$ cat src/rtl/lmfb_pkg.sv
// LED matrix frame buffer package: operation codes, controller command type,
// buffer geometry and the word bit-reverse helper.
// No dependencies.
package lmfb_pkg;

    localparam int NUM_COLUMNS = 8;
    localparam int COL_W       = $clog2(NUM_COLUMNS);
    localparam int ROW_COUNT   = 16;
    localparam int ROW_W       = $clog2(ROW_COUNT);
    localparam int SHOW_BYTES  = 2 * NUM_COLUMNS;
    localparam int BYTE_IDX_W  = $clog2(SHOW_BYTES);
    localparam int MASK_W      = NUM_COLUMNS;
    localparam int OP_W        = 2;
    localparam int IN_DATA_W   = 24;
    localparam int OUT_DATA_W  = 8;
    localparam int APB_ADDR_W  = 3;
    localparam int APB_DATA_W  = 32;

    // Request operation codes
    typedef enum logic [OP_W-1:0] {
        OP_SET_PIXEL = 2'd0,
        OP_WRITE_ROW = 2'd1,
        OP_CLEAR     = 2'd2,
        OP_SHOW      = 2'd3
    } op_t;

    // Register indexes (taken from paddr[2])
    localparam logic REG_HFLIP = 1'b0;
    localparam logic REG_VFLIP = 1'b1;

    typedef logic [ROW_COUNT-1:0] col_word_t;

    // Controller to datapath commands
    typedef struct packed {
        logic                  apply;     // apply a buffer-update request
        logic                  load_out;  // load next show byte into output register
        logic [BYTE_IDX_W-1:0] byte_sel;  // which show byte
        logic                  last;      // this byte closes the show
    } lmfb_cmd_t;

    function automatic col_word_t reverse_word(input col_word_t w);
        col_word_t r;
        for (int i = 0; i < ROW_COUNT; i++)
        begin
            r[i] = w[ROW_COUNT-1-i];
        end
        return r;
    endfunction

endpackage

$ cat src/rtl/led_matrix_frame_buffer_core.sv
// LED matrix frame buffer top level. Pixel, row and clear requests are
// accepted back to back. A show request emits 16 bytes: the controller enters
// its show state, then loads the bytes into the output register one per cycle
// while m_axis_tready is high. The byte counter in the controller counts them,
// and a show holds the input until its last byte is loaded. Reset clears the
// pixel store and both flip registers. Depends on lmfb_pkg, lmfb_ctrl, lmfb_dp.
module led_matrix_frame_buffer_core (
    input  logic                                clk,
    input  logic                                rst_n,
    // Input request stream
    input  logic                                s_axis_tvalid,
    output logic                                s_axis_tready,
    // [3:0] row_index, [6:4] column_index, [7] pixel_value,
    // [15:8] row_mask, [16] direct_columns, [23:17] zero
    input  logic [lmfb_pkg::IN_DATA_W-1:0]      s_axis_tdata,
    // [1:0] operation
    input  logic [lmfb_pkg::OP_W-1:0]           s_axis_tuser,
    // Output byte stream
    output logic                                m_axis_tvalid,
    input  logic                                m_axis_tready,
    // [7:0] display_byte
    output logic [lmfb_pkg::OUT_DATA_W-1:0]     m_axis_tdata,
    output logic                                m_axis_tlast,
    // Configuration port
    input  logic                                psel,
    input  logic                                penable,
    input  logic                                pwrite,
    input  logic [lmfb_pkg::APB_ADDR_W-1:0]     paddr,
    input  logic [lmfb_pkg::APB_DATA_W-1:0]     pwdata,
    output logic [lmfb_pkg::APB_DATA_W-1:0]     prdata,
    output logic                                pready
);
    import lmfb_pkg::*;

    lmfb_cmd_t cmd;
    logic      hflip_reg;
    logic      vflip_reg;
    logic      cfg_wr;
    logic      reg_sel;

    // Configuration registers
    assign pready  = 1'b1;
    assign cfg_wr  = psel && penable && pwrite && pready;
    assign reg_sel = paddr[2];

    always_ff @(posedge clk or negedge rst_n)
    begin
        if (!rst_n)
        begin
            hflip_reg <= 1'b0;
            vflip_reg <= 1'b0;
        end
        else if (cfg_wr)
        begin
            unique case (reg_sel)
                REG_HFLIP: hflip_reg <= pwdata[0];
                REG_VFLIP: vflip_reg <= pwdata[0];
                default:   hflip_reg <= hflip_reg;
            endcase
        end
    end

    assign prdata = (reg_sel == REG_VFLIP) ? APB_DATA_W'(vflip_reg)
                                           : APB_DATA_W'(hflip_reg);

    lmfb_ctrl u_ctrl (
        .clk       (clk),
        .rst_n     (rst_n),
        .in_valid  (s_axis_tvalid),
        .in_ready  (s_axis_tready),
        .in_op     (s_axis_tuser),
        .out_valid (m_axis_tvalid),
        .out_ready (m_axis_tready),
        .cmd       (cmd)
    );

    lmfb_dp u_dp (
        .clk             (clk),
        .rst_n           (rst_n),
        .cmd             (cmd),
        .in_op           (s_axis_tuser),
        .row_index       (s_axis_tdata[3:0]),
        .column_index    (s_axis_tdata[6:4]),
        .pixel_value     (s_axis_tdata[7]),
        .row_mask        (s_axis_tdata[15:8]),
        .direct_columns  (s_axis_tdata[16]),
        .horizontal_flip (hflip_reg),
        .vertical_flip   (vflip_reg),
        .display_byte    (m_axis_tdata),
        .last_byte       (m_axis_tlast)
    );

    // A show request blocks the input on the next cycle
    assert property (@(posedge clk) disable iff (!rst_n)
        (s_axis_tvalid && s_axis_tready && s_axis_tuser == OP_SHOW) |=> !s_axis_tready)
        else $error("input not blocked after show request");

    // Buffer updates leave the input open on the next cycle
    assert property (@(posedge clk) disable iff (!rst_n)
        (s_axis_tvalid && s_axis_tready && s_axis_tuser != OP_SHOW) |=> s_axis_tready)
        else $error("input blocked after update request");

    // A pending byte that is not the last one means a show is still running
    assert property (@(posedge clk) disable iff (!rst_n)
        (m_axis_tvalid && !m_axis_tlast) |-> !s_axis_tready)
        else $error("input open in the middle of a show");

endmodule

$ cat src/rtl/lmfb_ctrl.sv
// LED matrix frame buffer controller: idle/show state machine, show byte
// counter and output valid flag. Depends on lmfb_pkg.
module lmfb_ctrl (
    input  logic                clk,
    input  logic                rst_n,
    input  logic                in_valid,
    output logic                in_ready,
    input  logic [lmfb_pkg::OP_W-1:0] in_op,
    output logic                out_valid,
    input  logic                out_ready,
    output lmfb_pkg::lmfb_cmd_t cmd
);
    import lmfb_pkg::*;

    typedef enum logic [1:0] {
        ST_IDLE = 2'b01,
        ST_SHOW = 2'b10
    } state_t;

    localparam logic [BYTE_IDX_W-1:0] LAST_IDX = BYTE_IDX_W'(SHOW_BYTES - 1);

    state_t                state_reg, state_next;
    logic [BYTE_IDX_W-1:0] count_reg, count_next;
    logic                  out_valid_reg, out_valid_next;
    logic                  accept;
    logic                  out_free;
    logic                  load;
    op_t                   op;

    assign op       = op_t'(in_op);
    assign in_ready = (state_reg == ST_IDLE);
    assign accept   = in_valid && in_ready;
    assign out_free = !out_valid_reg || out_ready;
    assign load     = (state_reg == ST_SHOW) && out_free;

    // Next state and byte counter
    always_comb
    begin
        state_next = state_reg;
        count_next = count_reg;
        unique case (state_reg)
            ST_IDLE:
            begin
                if (accept && op == OP_SHOW)
                begin
                    state_next = ST_SHOW;
                    count_next = '0;
                end
            end
            ST_SHOW:
            begin
                if (load)
                begin
                    count_next = count_reg + 1'b1;
                    if (count_reg == LAST_IDX)
                    begin
                        state_next = ST_IDLE;
                    end
                end
            end
            default:
            begin
                state_next = ST_IDLE;
            end
        endcase
    end

    // Output valid: set on load, cleared when taken
    always_comb
    begin
        priority if (load)
        begin
            out_valid_next = 1'b1;
        end
        else if (out_ready)
        begin
            out_valid_next = 1'b0;
        end
        else
        begin
            out_valid_next = out_valid_reg;
        end
    end

    always_ff @(posedge clk or negedge rst_n)
    begin
        if (!rst_n)
        begin
            state_reg     <= ST_IDLE;
            count_reg     <= '0;
            out_valid_reg <= 1'b0;
        end
        else
        begin
            state_reg     <= state_next;
            count_reg     <= count_next;
            out_valid_reg <= out_valid_next;
        end
    end

    assign out_valid     = out_valid_reg;
    assign cmd.apply     = accept && (op != OP_SHOW);
    assign cmd.load_out  = load;
    assign cmd.byte_sel  = count_reg;
    assign cmd.last      = (count_reg == LAST_IDX);

endmodule

$ cat src/rtl/lmfb_dp.sv
// LED matrix frame buffer datapath: 8x16 pixel store, update logic and the
// show byte output register. Depends on lmfb_pkg.
module lmfb_dp (
    input  logic                               clk,
    input  logic                               rst_n,
    input  lmfb_pkg::lmfb_cmd_t                cmd,
    input  logic [lmfb_pkg::OP_W-1:0]          in_op,
    input  logic [lmfb_pkg::ROW_W-1:0]         row_index,
    input  logic [lmfb_pkg::COL_W-1:0]         column_index,
    input  logic                               pixel_value,
    input  logic [lmfb_pkg::MASK_W-1:0]        row_mask,
    input  logic                               direct_columns,
    input  logic                               horizontal_flip,
    input  logic                               vertical_flip,
    output logic [lmfb_pkg::OUT_DATA_W-1:0]    display_byte,
    output logic                               last_byte
);
    import lmfb_pkg::*;

    col_word_t                frame_reg  [NUM_COLUMNS];
    col_word_t                frame_next [NUM_COLUMNS];
    logic [OUT_DATA_W-1:0]    byte_reg, byte_next;
    logic                     last_reg;
    logic [COL_W-1:0]         pix_col;
    logic [COL_W-1:0]         show_col;
    col_word_t                show_word;
    op_t                      op;

    assign op      = op_t'(in_op);
    assign pix_col = direct_columns ? column_index : ~column_index;

    // Buffer update for pixel, row and clear requests
    always_comb
    begin
        for (int j = 0; j < NUM_COLUMNS; j++)
        begin
            frame_next[j] = frame_reg[j];
            if (cmd.apply)
            begin
                unique case (op)
                    OP_SET_PIXEL:
                    begin
                        if (pix_col == COL_W'(j))
                        begin
                            frame_next[j][row_index] = pixel_value;
                        end
                    end
                    OP_WRITE_ROW:
                    begin
                        frame_next[j][row_index] =
                            direct_columns ? row_mask[j] : row_mask[NUM_COLUMNS-1-j];
                    end
                    OP_CLEAR:
                    begin
                        frame_next[j] = '0;
                    end
                    OP_SHOW:
                    begin
                        frame_next[j] = frame_reg[j];
                    end
                    default:
                    begin
                        frame_next[j] = frame_reg[j];
                    end
                endcase
            end
        end
    end

    always_ff @(posedge clk or negedge rst_n)
    begin
        if (!rst_n)
        begin
            for (int j = 0; j < NUM_COLUMNS; j++)
            begin
                frame_reg[j] <= '0;
            end
        end
        else
        begin
            for (int j = 0; j < NUM_COLUMNS; j++)
            begin
                frame_reg[j] <= frame_next[j];
            end
        end
    end

    // Show byte select: column order, word reverse, low then high half
    assign show_col  = horizontal_flip ? ~cmd.byte_sel[BYTE_IDX_W-1:1]
                                       : cmd.byte_sel[BYTE_IDX_W-1:1];
    assign show_word = vertical_flip ? reverse_word(frame_reg[show_col])
                                     : frame_reg[show_col];
    assign byte_next = cmd.byte_sel[0] ? show_word[ROW_COUNT-1:OUT_DATA_W]
                                       : show_word[OUT_DATA_W-1:0];

    // Output payload register
    always_ff @(posedge clk)
    begin
        if (cmd.load_out)
        begin
            byte_reg <= byte_next;
            last_reg <= cmd.last;
        end
    end

    assign display_byte = byte_reg;
    assign last_byte    = last_reg;

endmodule

$ cat config.mk
export PLATFORM = sky130hd
export DESIGN_NAME = led_matrix_frame_buffer_core
export DESIGN_NICKNAME = d
export VERILOG_FILES = /design/src/rtl/lmfb_pkg.sv /design/src/rtl/led_matrix_frame_buffer_core.sv /design/src/rtl/lmfb_ctrl.sv /design/src/rtl/lmfb_dp.sv
export SDC_FILE = /design/constraint.sdc
export NUM_CORES = 1
export LEC_CHECK = 0
export BUFFER_PORTS_ARGS = -buffer_cell sky130_fd_sc_hd__buf_2
export CAP_MARGIN = 20
export CELL_PAD_IN_SITES_DETAIL_PLACEMENT = 1
export CELL_PAD_IN_SITES_GLOBAL_PLACEMENT = 2
export CORE_MARGIN = 5
export CORE_UTILIZATION = 39
export DETAILED_ROUTE_END_ITERATION = 10
export PLACE_DENSITY = 0.83
export SYNTH_ARGS = -nofsm -noshare
export SYNTH_HDL_FRONTEND = slang
export SYNTH_SLANG_ARGS = --single-unit
$ cat constraint.sdc
create_clock -name clk -period 4.8 [get_ports clk]
set_input_delay 0.48 -clock clk [delete_from_list [all_inputs] [get_ports clk]]
set_output_delay 0.48 -clock clk [all_outputs]
set_load 0.01 [all_outputs]
==> impl_metrics.yaml <==
route:
  drc: 0
  vias_per_cell: 6.10
  routedWlPerCell_um: 24.3
  vias: 10400
  ant_nets: 0
  drt_iter0_drc: 777
  firstDrtPassIters: 5
  drt_wl_total_um: 41600
clocking:
  htreeDepth: 4
  post_cts_buffers: 0
  cts.repair.resized: 0
  cts_max_path_buffers: 2
  clk_latency_ns: 0.44
  numCtsBuffers: 17
  cts_sinks: 146
  ctsHoldBuffers: 0
  cts_tree: "built"
  clockRootBuffer: "clkbuf_16"
  clk_pin_slew_worst_paths_ns: 0.07
layout:
  multiInputGateArea_mm2: 0.00667
  ff_latch_area_mm2: 0.00370
  nFillCells: 3318
  nNetsFinal: 1393
  syn_to_final_growth_pct: 8.20
  stdcell_count: 1712
  final_cell_area_mm2: 0.0119
  drive_gt1_frac: 0.175
  n_antenna_cell: 0
placement:
  dp_hpwl_um: 25700
  postPlaceCellArea_mm2: 0.0113
  placedCellCount: 1679
  place_congestion: 0.839
  io_buffers: 39
sta:
  hold_violations: 0
  fin_crit_ns: 3.33
  fmax_ghz: 0.300
  skew_ns: 0.0146
  max_slew_margin: 0.226
  worst_pin_slew_ns: 1.16
  period_share: 0.694
  hold_slack_ns: 0.123
  tns_ns: 0
  slew_violations: 0
  setup_violations: 0
  rsz0062_at_grt: "false"
grt:
  grt_max_degree: 82
  overflow: 0
  grt_usage: 0.261
  grt_pass1_wl_um: 63300
  antenna_found_initial: 0
  grt_pass1_vias: 10500
yosys:
  ys_ff_latch: 146
  syn_inst: 1333
  seq_area_frac_synth: 0.335
  synth_area_mm2: 0.0110
  synth.avg_cell_area_um2: 8.28
  synth_edf_count: 9
  yosys_warnings: 0
  ys_types: 63
  synth_top_flop_cell: "dfrtp_1"
  async_flop_share: 0.938
critical_path:
  crit_buf_inv: 0
  endpoint_kind: "flop"
  crit_fanout: 39
  cp.required_ns: 4.92
  worst-setup-path-type: "flop to flop"
  critical_path.max_stage_delay_ns: 0.86
  r2r-start: "u_ctrl.count_reg[1]$_DFFE_PN0P_"
  crit_chain: "or3_1, nand2_1, a221o_1, o22ai_1, o22a_1, o221ai_1"
  arrival_ns: 3.45
  cp-startpoint: "u_ctrl.count_reg[1]$_DFFE_PN0P_"
  crit_slowest_cell: "dfrtp_4"
  cp_top_family: "compound AO/OA/AOI/OAI gates"
  crit_path_start_kind: "flop"
die:
  core_mm2: 0.0279
  io_pins: 112
  start_util: 0.396
  die_y_um: 178
  rows: 61
  dieArea_mm2: 0.0318
  die_x_um: 178
power_and_ir_drop:
  power_w: 0.00383
  p_leak_nw: 4.96
  ir_worst_vdd_mv: 0.234
  cellPowerDensity_mw_per_mm2: 321
run:
  cap_violations: 0
hold_path:
  hold_path.class: "input port to asynchronous set/reset pin"
status:
  run_status: "finished clean"
-- synth_stat cells, types with 4 or more instances --
| master | instances | area [um2] |
|---|---|---|
| or2_1 | 8 | 50.1 |
| buf_6 | 9 | 101 |
| buf_1 | 6 | 22.5 |
| nor2b_1 | 5 | 31.3 |
| nand2_1 | 136 | 510 |
| o31ai_1 | 11 | 82.6 |
| o21ai_2 | 6 | 52.6 |
| dfrtp_1 | 136 | 3400 |
| a21oi_1 | 103 | 515 |
| a22oi_1 | 16 | 120 |
| o21ai_1 | 29 | 145 |
| inv_1 | 7 | 26.3 |
| nand2b_4 | 4 | 55.1 |
| nor3_4 | 4 | 65.1 |
| nor3_1 | 6 | 30.0 |
| nand2b_1 | 12 | 75.1 |
| o21ai_0 | 193 | 966 |
| nor2_1 | 204 | 766 |
| a22o_1 | 6 | 52.6 |
| mux2_2 | 93 | 1050 |
| nor2_2 | 5 | 31.3 |
| mux2i_4 | 6 | 135 |
| a21o_1 | 15 | 113 |
| buf_2 | 49 | 245 |
| edfxtp_1 | 9 | 270 |
| ha_1 | 4 | 50.1 |
| mux2i_1 | 56 | 561 |
| clkbuf_1 | 20 | 75.1 |
| mux2_1 | 32 | 360 |
| o221ai_1 | 4 | 35.0 |
| buf_4 | 44 | 330 |
| o22ai_1 | 43 | 269 |
-- stage by stage --
stage | util | worst slack (ns)
6_report | 0.429 | 1.47
5_1_grt | 0.429 | 1.41
4_1_cts | 0.428 | 1.55
3_5_place_dp | 0.406 | 1.57
3_3_place_gp | 0.404 | 1.59
2_1_floorplan | - | 2.75
-- layer usage --
metal	share of wire	global-route usage	vias to the layer above
met5	0	0	-
met4	0.028	0.0815	0
met2	0.48	0.438	328
met1	0.43	0.351	5376
met3	0.056	0.0362	78
li1	-	-	4659
-- logic make-up after synthesis --
group / after synthesis / synth area share
AO/OA/AOI/OAI: 447 / 0.230
AND/OR/NAND/NOR: 409 / 0.163
multiplexers: 188 / 0.192
flip-flops: 146 / 0.335
buffers and inverters: 135 / 0.0726
adder cells (fa/ha/maj): 4 / 0.00453
other: 2 / 0.000680
XOR/XNOR: 2 / 0.00159
-- path summary, 6_finish.rpt --
path                                             endpoint  slack [ns]  cells after the start
min in group clk                    vflip_reg$_DFFE_PN0P_        0.30                      2
setup reg to reg           u_dp.display_byte[7]$_DFFE_PP_        1.47                      6
hold / removal                 asynchronous set/reset pin        0.12                      1
setup / recovery           u_dp.display_byte[7]$_DFFE_PP_        1.47                      6
hold reg to reg              u_ctrl.out_valid$_DFFE_PN0P_        0.53                      2
max in group asynchronous      asynchronous set/reset pin        3.63                      2
-- report_power, final --
part	internal (W)	switching (W)	leakage, nW
registers	0.00131	0.0000855	1.97
logic	0.000314	0.000664	2.69
clock network	0.000840	0.000621	0.302
total	0.00246	0.00137	4.96
-- placed cells by master, fill, tap and decap left out, types with 7 or more instances in the layout --
master / instances
buf_2: 38
a21oi_1: 103
nor2_1: 204
edfxtp_1: 9
nand2b_1: 12
o21ai_1: 29
o31ai_1: 11
conb_1: 32
mux2_1: 32
dfrtp_1: 135
o22ai_1: 43
mux2i_1: 55
clkbuf_16: 17
mux2_2: 93
o21ai_0: 193
a21o_1: 15
inv_1: 7
or2_1: 8
a22oi_1: 16
nand2_1: 135
buf_4: 26
-- layout make-up --
type,instances,area share
multi-input combinational,1082,0.559
sequential,146,0.310
tap,378,0.0396
timing repair buffer,67,0.0378
clock buffer,18,0.0368
clock inverter,14,0.0147
inverter,7,0.00220
Power figures use the tool's default switching activity.
